File: config.mk
export PLATFORM = sky130hd
export DESIGN_NAME = json_string_unescape_utf8_flat
export DESIGN_NICKNAME = d
export VERILOG_FILES = /design/src/jsu_pkg.sv /design/src/jsu_in_if.sv /design/src/jsu_out_if.sv /design/src/jsu_decode.sv /design/src/jsu_emit.sv /design/src/json_string_unescape_utf8.sv /design/src/flat_wrapper.sv
export SDC_FILE = /design/constraint.sdc
export NUM_CORES = 1
export LEC_CHECK = 0
export BUFFER_PORTS_ARGS = -buffer_cell sky130_fd_sc_hd__buf_2
export CORE_ASPECT_RATIO = 1.4
export CORE_MARGIN = 2
export CORE_UTILIZATION = 55
export DETAILED_ROUTE_END_ITERATION = 7
export PLACE_DENSITY = 0.74
export SLEW_MARGIN = 20
export SYNTH_ARGS = -nofsm -noshare
export SYNTH_HDL_FRONTEND = slang
export SYNTH_SLANG_ARGS = --single-unit
File: constraint.sdc
create_clock -name clk -period 5.16 [get_ports clk]
set_input_delay 0.516 -clock clk [delete_from_list [all_inputs] [get_ports clk]]
set_output_delay 0.516 -clock clk [all_outputs]
set_load 0.05 [all_outputs]
File: src/jsu_pkg.sv
`timescale 1ns / 1ps
// ----------------------------------------------------------------------------
// jsu_pkg: shared types and constants for the JSON string unescaper
// Result kinds, error codes, scanner phases, the batch of results that one
// input byte produces, and the hex-digit and UTF-8 helper functions.
// ----------------------------------------------------------------------------
package jsu_pkg;

  localparam int unsigned MaxResults = 4;

  typedef enum logic [1:0] {
    KIND_BYTE  = 2'd0,
    KIND_CLOSE = 2'd1,
    KIND_ERROR = 2'd2
  } kind_t;

  typedef enum logic [3:0] {
    ERR_NONE        = 4'd0,
    ERR_NO_OPEN     = 4'd1,
    ERR_UNTERM      = 4'd2,
    ERR_END_AFTER_BS = 4'd3,
    ERR_CTRL_CHAR   = 4'd4,
    ERR_BAD_ESCAPE  = 4'd5,
    ERR_SHORT_UNI   = 4'd6,
    ERR_BAD_HEX     = 4'd7,
    ERR_UNPAIRED_HI = 4'd8,
    ERR_BAD_LOW     = 4'd9,
    ERR_UNPAIRED_LO = 4'd10
  } err_t;

  typedef enum logic [3:0] {
    PH_IDLE    = 4'd0,
    PH_BODY    = 4'd1,
    PH_ESC     = 4'd2,
    PH_HEX1    = 4'd3,
    PH_NEED_BS = 4'd4,
    PH_NEED_U  = 4'd5,
    PH_HEX2    = 4'd6
  } phase_t;

  // Surrogate ranges and UTF-8 limits
  localparam logic [15:0] HiSurrFirst = 16'hD800;
  localparam logic [15:0] HiSurrLast  = 16'hDBFF;
  localparam logic [15:0] LoSurrFirst = 16'hDC00;
  localparam logic [15:0] LoSurrLast  = 16'hDFFF;
  localparam logic [20:0] SuppBase    = 21'h10000;
  localparam logic [20:0] Utf8Max1    = 21'h7F;
  localparam logic [20:0] Utf8Max2    = 21'h7FF;
  localparam logic [20:0] Utf8Max3    = 21'hFFFF;
  localparam logic [7:0]  CtrlLimit   = 8'h20;

  // Scanner state
  typedef struct packed {
    phase_t      phase;
    logic [15:0] acc;
    logic [1:0]  cnt;
    logic [9:0]  high;
  } state_t;

  // Results caused by one input byte; bytes[0] goes out first
  typedef struct packed {
    logic [2:0]      num;
    kind_t           kind;
    err_t            err;
    logic [3:0][7:0] bytes;
  } batch_t;

  typedef struct packed {
    batch_t batch;
    state_t nxt;
  } dec_t;

  typedef struct packed {
    logic       ok;
    logic [3:0] val;
  } hex_t;

  typedef struct packed {
    logic [2:0]      num;
    logic [3:0][7:0] bytes;
  } utf8_t;

  function automatic hex_t hexdig(input logic [7:0] c);
    hex_t h;
    h.ok  = 1'b1;
    h.val = 4'd0;
    if (c >= "0" && c <= "9") begin
      h.val = 4'(c - "0");
    end else if (c >= "a" && c <= "f") begin
      h.val = 4'(c - "a" + 8'd10);
    end else if (c >= "A" && c <= "F") begin
      h.val = 4'(c - "A" + 8'd10);
    end else begin
      h.ok = 1'b0;
    end
    return h;
  endfunction

  function automatic utf8_t utf8_encode(input logic [20:0] cp);
    utf8_t u;
    u.bytes = '0;
    if (cp <= Utf8Max1) begin
      u.num      = 3'd1;
      u.bytes[0] = cp[7:0];
    end else if (cp <= Utf8Max2) begin
      u.num      = 3'd2;
      u.bytes[0] = {3'b110, cp[10:6]};
      u.bytes[1] = {2'b10, cp[5:0]};
    end else if (cp <= Utf8Max3) begin
      u.num      = 3'd3;
      u.bytes[0] = {4'b1110, cp[15:12]};
      u.bytes[1] = {2'b10, cp[11:6]};
      u.bytes[2] = {2'b10, cp[5:0]};
    end else begin
      u.num      = 3'd4;
      u.bytes[0] = {5'b11110, cp[20:18]};
      u.bytes[1] = {2'b10, cp[17:12]};
      u.bytes[2] = {2'b10, cp[11:6]};
      u.bytes[3] = {2'b10, cp[5:0]};
    end
    return u;
  endfunction

endpackage

File: src/jsu_in_if.sv
`timescale 1ns / 1ps
// ----------------------------------------------------------------------------
// jsu_in_if: raw byte channel
// Valid/ready channel carrying one input byte and its end-of-input flag.
// ----------------------------------------------------------------------------
interface jsu_in_if;
  logic       valid;
  logic       ready;
  logic [7:0] ch;
  logic       end_of_input;

  modport source (output valid, output ch, output end_of_input, input ready);
  modport sink   (input valid, input ch, input end_of_input, output ready);
endinterface

File: src/jsu_out_if.sv
`timescale 1ns / 1ps
// ----------------------------------------------------------------------------
// jsu_out_if: result channel
// Valid/ready channel carrying one decoded byte, close or error item.
// ----------------------------------------------------------------------------
interface jsu_out_if;
  logic       valid;
  logic       ready;
  logic [1:0] kind;
  logic [7:0] out_byte;
  logic [3:0] error_code;
  logic       last;

  modport source (output valid, output kind, output out_byte, output error_code,
                  output last, input ready);
  modport sink   (input valid, input kind, input out_byte, input error_code,
                  input last, output ready);
endinterface

File: src/jsu_decode.sv
`timescale 1ns / 1ps
// ----------------------------------------------------------------------------
// jsu_decode: one-byte step of the string scanner
// Combinational next-state logic and the batch of results for one byte.
// ----------------------------------------------------------------------------
module jsu_decode (
  input  jsu_pkg::state_t st,
  input  logic [7:0]      ch,
  input  logic            eoi,
  output jsu_pkg::dec_t   dec
);

  jsu_pkg::hex_t   hx;
  logic [15:0]     acc_new;
  logic [20:0]     cp;
  jsu_pkg::utf8_t  enc;
  jsu_pkg::err_t   err;
  jsu_pkg::state_t nxt;
  jsu_pkg::batch_t bat;

  // Shift in the hex digit and build the code point for either \u form
  always_comb begin
    hx      = jsu_pkg::hexdig(ch);
    acc_new = {st.acc[11:0], hx.val};
    if (st.phase == jsu_pkg::PH_HEX2) begin
      cp = jsu_pkg::SuppBase + {1'b0, st.high, acc_new[9:0]};
    end else begin
      cp = {5'd0, acc_new};
    end
    enc = jsu_pkg::utf8_encode(cp);
  end

  // Scanner step
  always_comb begin
    nxt       = st;
    err       = jsu_pkg::ERR_NONE;
    bat.num   = 3'd0;
    bat.kind  = jsu_pkg::KIND_BYTE;
    bat.err   = jsu_pkg::ERR_NONE;
    bat.bytes = '0;
    unique case (st.phase)
      jsu_pkg::PH_BODY: begin
        if (ch == "\"") begin
          bat.num   = 3'd1;
          bat.kind  = jsu_pkg::KIND_CLOSE;
          nxt.phase = jsu_pkg::PH_IDLE;
        end else if (ch < jsu_pkg::CtrlLimit) begin
          err = jsu_pkg::ERR_CTRL_CHAR;
        end else if (ch == "\\") begin
          if (eoi) err = jsu_pkg::ERR_END_AFTER_BS;
          else nxt.phase = jsu_pkg::PH_ESC;
        end else if (eoi) begin
          err = jsu_pkg::ERR_UNTERM;
        end else begin
          bat.num      = 3'd1;
          bat.bytes[0] = ch;
        end
      end
      jsu_pkg::PH_ESC: begin
        if (ch == "u") begin
          if (eoi) begin
            err = jsu_pkg::ERR_SHORT_UNI;
          end else begin
            nxt.phase = jsu_pkg::PH_HEX1;
            nxt.acc   = '0;
            nxt.cnt   = '0;
          end
        end else begin
          // Map the short escapes
          bat.bytes[0] = 8'h00;
          unique case (ch)
            "\"":    bat.bytes[0] = 8'h22;
            "\\":    bat.bytes[0] = 8'h5C;
            "/":     bat.bytes[0] = 8'h2F;
            "b":     bat.bytes[0] = 8'h08;
            "f":     bat.bytes[0] = 8'h0C;
            "n":     bat.bytes[0] = 8'h0A;
            "r":     bat.bytes[0] = 8'h0D;
            "t":     bat.bytes[0] = 8'h09;
            default: err = jsu_pkg::ERR_BAD_ESCAPE;
          endcase
          if (err == jsu_pkg::ERR_NONE) begin
            if (eoi) begin
              err = jsu_pkg::ERR_UNTERM;
            end else begin
              bat.num   = 3'd1;
              nxt.phase = jsu_pkg::PH_BODY;
            end
          end
        end
      end
      jsu_pkg::PH_HEX1, jsu_pkg::PH_HEX2: begin
        if (!hx.ok) begin
          err = jsu_pkg::ERR_BAD_HEX;
        end else begin
          nxt.acc = acc_new;
          if (st.cnt != 2'd3) begin
            nxt.cnt = st.cnt + 2'd1;
            if (eoi) begin
              err = (st.phase == jsu_pkg::PH_HEX1) ? jsu_pkg::ERR_SHORT_UNI
                                                   : jsu_pkg::ERR_UNPAIRED_HI;
            end
          end else begin
            nxt.cnt = 2'd0;
            if (st.phase == jsu_pkg::PH_HEX1) begin
              if (acc_new >= jsu_pkg::HiSurrFirst && acc_new <= jsu_pkg::HiSurrLast) begin
                if (eoi) begin
                  err = jsu_pkg::ERR_UNPAIRED_HI;
                end else begin
                  nxt.high  = acc_new[9:0];
                  nxt.phase = jsu_pkg::PH_NEED_BS;
                end
              end else if (acc_new >= jsu_pkg::LoSurrFirst &&
                           acc_new <= jsu_pkg::LoSurrLast) begin
                err = jsu_pkg::ERR_UNPAIRED_LO;
              end else if (eoi) begin
                err = jsu_pkg::ERR_UNTERM;
              end else begin
                bat.num   = enc.num;
                bat.bytes = enc.bytes;
                nxt.phase = jsu_pkg::PH_BODY;
              end
            end else begin
              if (acc_new < jsu_pkg::LoSurrFirst || acc_new > jsu_pkg::LoSurrLast) begin
                err = jsu_pkg::ERR_BAD_LOW;
              end else if (eoi) begin
                err = jsu_pkg::ERR_UNTERM;
              end else begin
                bat.num   = enc.num;
                bat.bytes = enc.bytes;
                nxt.phase = jsu_pkg::PH_BODY;
              end
            end
          end
        end
      end
      jsu_pkg::PH_NEED_BS: begin
        if (ch != "\\" || eoi) err = jsu_pkg::ERR_UNPAIRED_HI;
        else nxt.phase = jsu_pkg::PH_NEED_U;
      end
      jsu_pkg::PH_NEED_U: begin
        if (ch != "u" || eoi) begin
          err = jsu_pkg::ERR_UNPAIRED_HI;
        end else begin
          nxt.phase = jsu_pkg::PH_HEX2;
          nxt.acc   = '0;
          nxt.cnt   = '0;
        end
      end
      default: begin
        // Idle: wait for the opening quote
        if (ch != "\"") err = jsu_pkg::ERR_NO_OPEN;
        else if (eoi) err = jsu_pkg::ERR_UNTERM;
        else nxt.phase = jsu_pkg::PH_BODY;
      end
    endcase

    // Any error replaces the batch and drops back to idle
    if (err != jsu_pkg::ERR_NONE) begin
      bat.num   = 3'd1;
      bat.kind  = jsu_pkg::KIND_ERROR;
      bat.err   = err;
      bat.bytes = '0;
      nxt.phase = jsu_pkg::PH_IDLE;
      nxt.acc   = '0;
      nxt.cnt   = '0;
      nxt.high  = '0;
    end

    dec.batch = bat;
    dec.nxt   = nxt;
  end

endmodule

File: src/jsu_emit.sv
`timescale 1ns / 1ps
// ----------------------------------------------------------------------------
// jsu_emit: result register and serialiser
// Holds the batch of one input byte and sends it out one item per cycle while tx is ready.
// ----------------------------------------------------------------------------
module jsu_emit (
  input  logic              clk,
  input  logic              rst,
  input  logic              load,
  input  jsu_pkg::batch_t   batch,
  output logic              free,
  jsu_out_if.source         tx
);

  logic            busy;
  logic [1:0]      idx;
  logic [1:0]      cnt_m1;
  jsu_pkg::kind_t  kind;
  jsu_pkg::err_t   err;
  logic [3:0][7:0] bytes;
  logic            at_last;
  logic            take;

  assign at_last = (idx == cnt_m1);
  assign take    = busy && tx.ready;
  assign free    = !busy || (take && at_last);

  // Control: load a new batch or advance through the current one
  always_ff @(posedge clk) begin
    if (rst) begin
      busy <= 1'b0;
      idx  <= 2'd0;
    end else if (load) begin
      busy <= 1'b1;
      idx  <= 2'd0;
    end else if (take) begin
      if (at_last) busy <= 1'b0;
      else idx <= idx + 2'd1;
    end
  end

  // Payload: hold the batch contents
  always_ff @(posedge clk) begin
    if (load) begin
      cnt_m1 <= 2'(batch.num - 3'd1);
      kind   <= batch.kind;
      err    <= batch.err;
      bytes  <= batch.bytes;
    end
  end

  // Drive the result channel
  assign tx.valid      = busy;
  assign tx.kind       = kind;
  assign tx.out_byte   = (kind == jsu_pkg::KIND_BYTE) ? bytes[idx] : 8'h00;
  assign tx.error_code = err;
  assign tx.last       = at_last;

  a_idx_in_range: assert property (@(posedge clk) disable iff (rst)
    busy |-> idx <= cnt_m1)
    else $error("serialiser index past end of batch");

  a_single_non_byte: assert property (@(posedge clk) disable iff (rst)
    busy && kind != jsu_pkg::KIND_BYTE |-> cnt_m1 == 2'd0)
    else $error("close or error batch holds more than one item");

  a_load_starts: assert property (@(posedge clk) disable iff (rst)
    load |=> busy && idx == 2'd0)
    else $error("loaded batch not presented from its first item");

endmodule

File: src/json_string_unescape_utf8.sv
`timescale 1ns / 1ps
// ----------------------------------------------------------------------------
// json_string_unescape_utf8: JSON string literal unescaper with UTF-8 output
// Input register, one-byte scanner step, and a result serialiser.
// ----------------------------------------------------------------------------
// Feed a JSON string literal on rx one byte per item, starting with the
// opening quote. Each byte yields zero to four items on tx: decoded bytes,
// a close item at the closing quote, or one error item, after which the
// block waits for the next opening quote. A byte is decoded from the input
// register; its batch is held in the serialiser's result register. The
// sustained rate is one input byte per cycle while each byte yields at most
// one item and tx is ready; a byte yielding several items holds the input
// until its last item is taken, as the result channel carries one item per
// cycle. There is no clearing pass after reset.
module json_string_unescape_utf8 (
  input  logic      clk,
  input  logic      rst,
  jsu_in_if.sink    rx,
  jsu_out_if.source tx
);

  logic            in_q_valid;
  logic [7:0]      ch_q;
  logic            eoi_q;
  jsu_pkg::state_t state;
  jsu_pkg::dec_t   dec;
  logic            free;
  logic            advance;
  logic            load;

  // Hand the decoded byte on when its batch fits, or when it yields nothing
  assign advance  = in_q_valid && (dec.batch.num == 3'd0 || free);
  assign load     = advance && dec.batch.num != 3'd0;
  assign rx.ready = !in_q_valid || advance;

  // Input register
  always_ff @(posedge clk) begin
    if (rst) begin
      in_q_valid <= 1'b0;
    end else if (rx.ready) begin
      in_q_valid <= rx.valid;
    end
  end

  always_ff @(posedge clk) begin
    if (rx.ready && rx.valid) begin
      ch_q  <= rx.ch;
      eoi_q <= rx.end_of_input;
    end
  end

  // Scanner state
  always_ff @(posedge clk) begin
    if (rst) begin
      state.phase <= jsu_pkg::PH_IDLE;
      state.acc   <= '0;
      state.cnt   <= '0;
      state.high  <= '0;
    end else if (advance) begin
      state <= dec.nxt;
    end
  end

  jsu_decode u_decode (
    .st  (state),
    .ch  (ch_q),
    .eoi (eoi_q),
    .dec (dec)
  );

  jsu_emit u_emit (
    .clk   (clk),
    .rst   (rst),
    .load  (load),
    .batch (dec.batch),
    .free  (free),
    .tx    (tx)
  );

  a_error_to_idle: assert property (@(posedge clk) disable iff (rst)
    advance && dec.batch.kind == jsu_pkg::KIND_ERROR
      |=> state.phase == jsu_pkg::PH_IDLE && state.high == 10'd0)
    else $error("scanner not idle after an error item");

  a_accept_registers: assert property (@(posedge clk) disable iff (rst)
    rx.valid && rx.ready |=> in_q_valid)
    else $error("accepted byte lost from input register");

endmodule

File: src/flat_wrapper.sv
// flat-port wrapper written by rule: the top's interface ports become plain ports
module json_string_unescape_utf8_flat 
  (clk, rst, rx_valid, rx_ch, rx_end_of_input, rx_ready, tx_valid, tx_kind, tx_out_byte, tx_error_code, tx_last, tx_ready);
  jsu_in_if rx_i ();
  jsu_out_if tx_i ();
  input  logic clk;
  input  logic rst;
  input wire logic [$bits(rx_i.valid)-1:0] rx_valid;
  input wire logic [$bits(rx_i.ch)-1:0] rx_ch;
  input wire logic [$bits(rx_i.end_of_input)-1:0] rx_end_of_input;
  output wire logic [$bits(rx_i.ready)-1:0] rx_ready;
  output wire logic [$bits(tx_i.valid)-1:0] tx_valid;
  output wire logic [$bits(tx_i.kind)-1:0] tx_kind;
  output wire logic [$bits(tx_i.out_byte)-1:0] tx_out_byte;
  output wire logic [$bits(tx_i.error_code)-1:0] tx_error_code;
  output wire logic [$bits(tx_i.last)-1:0] tx_last;
  input wire logic [$bits(tx_i.ready)-1:0] tx_ready;
  assign rx_i.valid = rx_valid;
  assign rx_i.ch = rx_ch;
  assign rx_i.end_of_input = rx_end_of_input;
  assign rx_ready = rx_i.ready;
  assign tx_valid = tx_i.valid;
  assign tx_kind = tx_i.kind;
  assign tx_out_byte = tx_i.out_byte;
  assign tx_error_code = tx_i.error_code;
  assign tx_last = tx_i.last;
  assign tx_i.ready = tx_ready;
  json_string_unescape_utf8 u_core (.clk(clk), .rst(rst), .rx(rx_i), .tx(tx_i));
endmodule
# [After elaboration in Yosys (flattened, before gate mapping)]
# Cells that the tools add are included.
[totals] ff_bits=81 input_bits=13 output_inout_bits=17 wordCells=231
[op_classes] addsub=9 magnitude_cmp=17 n_eq_ne=37 n_mux=107 n_bitwise=4 reduce_logical=40
[ops] operator="32-bit two-way mux" count=9
[ops] operator="4-bit two-way mux" count=38
[ops] operator="22-bit two-way mux" count=3
[ops] operator="8-bit two-way mux" count=8
[ops] operator="8-bit by 7-bit == test with 1-bit output, second input constant" count=7
[ops] operator="7-bit one-hot mux with 8 select lines" count=1
[ops] operator="18-bit one-hot mux with 3 select lines" count=1
[ops] operator="3-bit two-way mux" count=17
[ops] operator="10-bit two-way mux" count=5
[ops] operator="24-bit two-way mux" count=2
[ops] operator="41-bit two-way mux" count=1
[ops] operator="4-bit one-hot mux with 5 select lines" count=2
[ops] operator="16-bit >= comparator, second input constant" count=2
[ops] operator="16-bit <= comparator, second input constant" count=2
[ops] operator="16-bit two-way mux" count=2
[ops] operator="4-bit inequality test, second input constant" count=6
[ops] operator="8-bit one-hot mux with 3 select lines" count=1
[ops] operator="17-bit by 20-bit adder with 21-bit output, first input constant" count=1
[ops] operator="21-bit by 11-bit <= comparator with 1-bit output, second input constant" count=1
[ops] operator="21-bit by 16-bit <= comparator with 1-bit output, second input constant" count=1
[ops] operator="21-bit by 7-bit <= comparator with 1-bit output, second input constant" count=1
[ops] operator="21-bit two-way mux" count=1
[ops] operator="18-bit two-way mux" count=1
[ops] operator="3-bit inequality test, second input constant" count=6
[ops] operator="other kinds (45)" count=95

# [Longest topological paths before layout]
[logic_depth] word_depth=25 ltp_mapped=18 mapped_depth_nobuf=16

# [By module]
# Synthesis repeated with hierarchy kept, for this count alone.
[hier_totals] cells_unflattened=614 area_unflattened_um2=5776.8
[by_module_without_submodules] module="jsu_decode" n_inst=1 cells_each=374 area_per_inst_um2=2293.4 seq_area_each_um2=0.0
[by_module_without_submodules] module="json_string_unescape_utf8" n_inst=1 cells_each=156 area_per_inst_um2=1799.2 seq_area_each_um2=930.9
[by_module_without_submodules] module="jsu_emit" n_inst=1 cells_each=84 area_per_inst_um2=1684.1 seq_area_each_um2=1261.2

# [Least setup slack after synthesis]
# No wires, ideal clock.
[synth_timing] path_kind="reg2reg" startpoint="register u_core.ch_q[0]" endpoint="register u_core.u_emit.bytes[0] (netlist name) (enable)" setup_time_ns=0.447 t_arrival_ns=5.065 required_ns=4.713 setup_slack_ns=-0.352 path_stages_with_launch=16 n_path_buf=1 period_less_slack_ns=5.512 cell_sequence="edfxtp_1 > inv_1 > ha_1 > or3b_2 > clkbuf_1 > or2_1 > nor2_1 > or2_2 > o311a_1 > and3_4 > inv_4 > nor4b_1 > ha_1 > nand2_1 > a2bb2oi_2 > a21oi_1"
[synth_between] elab_chain_len=23 word_cells_on_any_way=93 cone_classes="6 x add/sub; 16 x order compare; 12 x eq/ne; 43 x mux; 16 x reduce/logical"
[synth_rtl] element="start: declaration" line_no="json_string_unescape_utf8.sv:23" text="logic [7:0] ch_q;"
[synth_rtl] element="start signal: assignment" line_no="json_string_unescape_utf8.sv:47" text="ch_q <= rx.ch;"
[synth_rtl] element="4-bit by 1-bit subtractor with 4-bit output, or another cell as far along" line_no="jsu_pkg.sv:90, jsu_pkg.sv:92"
[synth_rtl] element="4-bit adder / 1-bit logical AND (equally long branches)" line_no="jsu_pkg.sv:90, jsu_pkg.sv:92, jsu_pkg.sv:91"
[synth_rtl] element="4-bit two-way mux" line_no="jsu_pkg.sv:91" text="end else if (c >= \"A\" && c <= \"F\") begin"
[synth_rtl] element="4-bit two-way mux" line_no="jsu_pkg.sv:89" text="end else if (c >= \"a\" && c <= \"f\") begin"
[synth_rtl] element="4-bit two-way mux" line_no="jsu_pkg.sv:87" text="if (c >= \"0\" && c <= \"9\") begin"
[synth_rtl] element="17-bit by 20-bit adder with 21-bit output" line_no="jsu_decode.sv:26" text="cp = jsu_pkg::SuppBase + {1'b0, st.high, acc_new[9:0]};"
[synth_rtl] element="21-bit two-way mux" line_no="jsu_decode.sv:25" text="if (st.phase == jsu_pkg::PH_HEX2) begin"
[synth_rtl] element="21-bit by 16-bit <= comparator with 1-bit output" line_no="jsu_pkg.sv:109" text="end else if (cp <= Utf8Max3) begin"
[synth_rtl] element="[... 8 more ...]"
[synth_rtl] element="3-bit two-way mux" line_no="jsu_decode.sv:93" text="if (!hx.ok) begin"
[synth_rtl] element="3-bit one-hot mux with 3 select lines" line_no="jsu_decode.sv:41" text="unique case (st.phase)"
[synth_rtl] element="41-bit two-way mux *" line_no="jsu_decode.sv:159" text="if (err != jsu_pkg::ERR_NONE) begin"
[synth_rtl] element="3-bit zero test" line_no="json_string_unescape_utf8.sv:32" text="assign advance = in_q_valid && (dec.batch.num == 3'd0 || free);"
[synth_rtl] element="1-bit logical OR" line_no="json_string_unescape_utf8.sv:32"
[synth_rtl] element="1-bit logical AND" line_no="json_string_unescape_utf8.sv:32"
[synth_rtl] element="1-bit logical AND *" line_no="json_string_unescape_utf8.sv:33" text="assign load = advance && dec.batch.num != 3'd0;"
[synth_rtl] element="net u_core.load" line_no="json_string_unescape_utf8.sv:29" text="logic load;"
[synth_rtl] element="end signal: assignment" line_no="jsu_emit.sv:48" text="bytes <= batch.bytes;"
[synth_rtl] element="end: declaration" line_no="jsu_emit.sv:20" text="logic [3:0][7:0] bytes;"
# The timed path passes the listed nets; every way through them passes the cells marked *. The select of a mux whose other input is x is not followed.
# A chain may end at the register's enable or synchronous reset.

# [Worst setup path in the final report]
[layout_timing] startpoint="register u_core.ch_q[0]" endpoint="output rx_ready"
[layout_between] elab_chain_len=23 word_cells_on_any_way=92 cone_classes="6 x add/sub; 16 x order compare; 12 x eq/ne; 43 x mux; 15 x reduce/logical"
[layout_rtl] element="4-bit by 1-bit subtractor with 4-bit output, or another cell as far along" line_no="jsu_pkg.sv:90, jsu_pkg.sv:92"
[layout_rtl] element="4-bit adder / 1-bit logical AND (equally long branches)" line_no="jsu_pkg.sv:90, jsu_pkg.sv:92, jsu_pkg.sv:91"
[layout_rtl] element="4-bit two-way mux" line_no="jsu_pkg.sv:91"
[layout_rtl] element="4-bit two-way mux" line_no="jsu_pkg.sv:89"
[layout_rtl] element="4-bit two-way mux" line_no="jsu_pkg.sv:87"
[layout_rtl] element="17-bit by 20-bit adder with 21-bit output" line_no="jsu_decode.sv:26"
[layout_rtl] element="21-bit two-way mux" line_no="jsu_decode.sv:25"
[layout_rtl] element="21-bit by 16-bit <= comparator with 1-bit output" line_no="jsu_pkg.sv:109"
[layout_rtl] element="[... 7 more ...]"
[layout_rtl] element="3-bit two-way mux" line_no="jsu_decode.sv:97" text="if (st.cnt != 2'd3) begin"
[layout_rtl] element="3-bit two-way mux" line_no="jsu_decode.sv:93"
[layout_rtl] element="3-bit one-hot mux with 3 select lines" line_no="jsu_decode.sv:41"
[layout_rtl] element="41-bit two-way mux *" line_no="jsu_decode.sv:159"
[layout_rtl] element="3-bit zero test *" line_no="json_string_unescape_utf8.sv:32"
[layout_rtl] element="1-bit logical OR *" line_no="json_string_unescape_utf8.sv:32"
[layout_rtl] element="1-bit logical AND *" line_no="json_string_unescape_utf8.sv:32"
[layout_rtl] element="1-bit logical OR *" line_no="json_string_unescape_utf8.sv:34" text="assign rx.ready = !in_q_valid || advance;"
[layout_rtl] element="end: declaration" line_no="flat_wrapper.sv:11" text="output wire logic [$bits(rx_i.ready)-1:0] rx_ready;"
# Every way passes the cells marked *; elsewhere a longest branch is shown, timed or not. The select of a mux whose other input is x is not followed.

==> results.tsv <==
metric	value	unit
FP Rows	39	
share of total power in the clock network	0.448	
Worst path max stage delay	0.57	ns
status	complete, no violations	
first-pass GRT wire length	19.5	mm
RSZ-0062 raised after global routing	false	
Hold Fails Final Rpt	0	
leakage power figure	1.85	nW
CP max-delay cell	or3b_2	
pre-CTS setup slack	0.417	ns
post-synth cell types	77	
DRT antenna net count	0	
Clock transition at path regs	0.06	ns
Tcrit/Tclk final	0.932	
Worst Hold Class	primary input to flip-flop	
Post-Syn Instances	477	
dpl cell area	4920	µm²
Post-CTS Hold Fix Bufs	0	
first-pass iteration count of the detailed router	6	
Max Used Layer	met4	
Final min period	4.81	ns
Total GRT Usage	0.281	
WHS	0.352	ns
Required @ worst endpoint	4.64	ns
Least-Margin Pin Slew	1.01	ns
Power Density	270	nW/µm²
Max-Cap Viols	0	
antenna violations before repair	0	
Wirelength per Cell	20.1	µm
nature of the critical path startpoint	flip-flop	
initial DRC count	383	
DIE HEIGHT	113	µm
final non-filler cell total	608	
final core utilization	0.638	
width of the die	81.9	µm
Critical Path Fanout Max	11	
I/O Buffers	29	
total power	1.41	mW
Synth Warn #	0	
met2 wire length	6.35	mm
pin count of the biggest net entering global routing	40	
sequential element share of the synthesized area	0.433	
syn_area_per_cell	9.80	µm²
CTS Buf Count	9	
design area	5230	µm²
Via-to-Cell Ratio	6.66	
main flop type after synthesis	edfxtp_1	
routed wl met3	681	µm
placed insts	592	
final worst setup slack	0.350	ns
DR DRC count	0	
share of synthesized registers carrying an async set or reset	0	
CP bufs+invs	3	
Post-synth EDFFs	46	
synthesized area	4670	µm²
metal1 wirelength	4.67	mm
combinational power share	0.061	
headroom to the max-slew limit	0.324	
# nets final	522	
setup TNS	0	ns
Clock Skews	0.00944	ns
area grow syn2layout	12.0	%
Starting Density	0.570	
worst setup path class	flip-flop to output port	
vias in the first global route	3760	
layout cell share with drive strength beyond 1	0.172	
highest clock rate	208	MHz
CTS tree	built	
Remaining Overflow, GRT	0	
Slew Viols, Final	0	
Worst-Skew Late Latency	0.33	ns
maximum clock insertion buffer count	2	
Syn Nets	498	
HPWL Detailed	9.24	mm
sw frac	0.231	
Pint	1.09	mW
DIE AREA	9260	µm²
fill count	657	
Switch Pwr	0.326	mW
most common cell after layout, fill and taps aside	nor2_1	
H-tree levels	3	
Final setup viols	0	
Sink Count	78	
Yosys reg bits	78	
vias	4049	
endpoint type of the worst setup path	output port	
Worst EP arrival	4.29	ns
Worst VDD drop	0.181	mV
Seq pwr share	0.491	
gp weighted congestion	0.954	
Root Buffer	clkbuf_16	
total wire length	12.2	mm
crit-path cells	inv_1 > ha_1 > or3b_2 > o21ai_0 > a211oi_1 > nand3_1 > and3b_1 > and3_4 > inv_4 > nor4b_1 > ha_1 > nand2_1 > nand3_1 > buf_2	
R2R Setup Slk	0.53	ns
delay-heaviest family, CP	simple AND/OR/NAND/NOR gates	
Core ar.	8200	µm²
commonest cells after routing, fill and taps aside	nor2_1 (49), edfxtp_1 (46), nand2_1 (34)	
Boundary Pins	30	
Antenna diodes	0	
## final timing paths
path | from | endpoint | cells past startpoint
max reg2reg | u_core.ch_q[0] | u_core.state[0] | 15
min reg2reg | u_core.state[2] | u_core.state[2] | 1
max | u_core.ch_q[0] | rx_ready | 14
min | rx_ch[2] | u_core.ch_q[2] | 1
## logic make-up after synthesis
family,after synthesis,share of synthesized area
simple gates,183,0.218
compound gates,138,0.217
flops,78,0.433
buf+inv,47,0.0431
mux,16,0.0541
fa+ha+maj,8,0.0214
xor+xnor,7,0.0131
## worst reg2reg max path: stages (launching register included)
cell and delay (ns):
edfxtp_1 0.48, inv_1 0.18, ha_1 0.28, or3b_2 0.57, o21ai_0 0.26, a211oi_1 0.13
nand3_1 0.16, and3b_1 0.27, and3_4 0.32, inv_4 0.10, nor4b_1 0.39, ha_1 0.31
nand2_1 0.09, a2bb2oi_2 0.22, nor4b_4 0.59, a22o_1 0.23
## sequential cells by signal, indices dropped and copies added, names as in the netlist
name	flops
u_core.in_q_valid	1
u_core.u_emit.cnt_m1	2
u_core.ch_q	8
u_core.u_emit.tx.kind	2
u_core.state	28
u_core.u_emit.idx	2
u_core.u_emit.tx.error_code	4
u_core.u_emit.tx.valid	1
u_core.eoi_q	1
u_core.u_emit.bytes	29
## power by group through the flow
stage	registers, mW	clock network (mW)	logic (mW)
floorplan	0.703	0	0.0611
global placement	0.704	0	0.0844
detailed placement	0.705	0	0.0859
CTS	0.692	0.636	0.0863
global route	0.695	0.664	0.0932
finish	0.692	0.632	0.0862
## what timing repair did
| action | CTS | global route |
|---|---|---|
| resized for setup | 0 | 1 |
| endpoints found under the setup margin | 0 | 14 |
| buffers inserted | 0 | 0 |
## cell usage after synthesis (9+ instances only)
cell type  count  area (µm²)
a21oi_1       31         155
a22o_1        27         236
buf_2          9        45.0
clkbuf_1      13        48.8
dfxtp_1       32         641
edfxtp_1      46        1380
inv_1         20        75.1
nand2_1       34         128
nand3_1       15        75.1
nor2_1        49         184
nor2b_1        9        56.3
nor3_1        12        60.1
o21ai_0       17        85.1
## layout make-up
cell class	count	area (µm²)	area share
repair buffers	39	233	0.0445
inverters	21	81.3	0.0155
clock buffers	12	278	0.0531
clock inverters	4	25.0	0.00478
well taps	102	128	0.0244
multi-input cells	352	2470	0.471
flip-flops and latches	78	2020	0.386
## metal layers
| metal | up-vias | global-route usage |
|---|---|---|
| li1 | 1869 | - |
| met2 | 192 | 0.487 |
| met1 | 1941 | 0.328 |
| met5 | - | 0 |
| met3 | 47 | 0.0526 |
| met4 | 0 | 0.132 |
No activity file was read; power rests on OpenSTA's default activity.
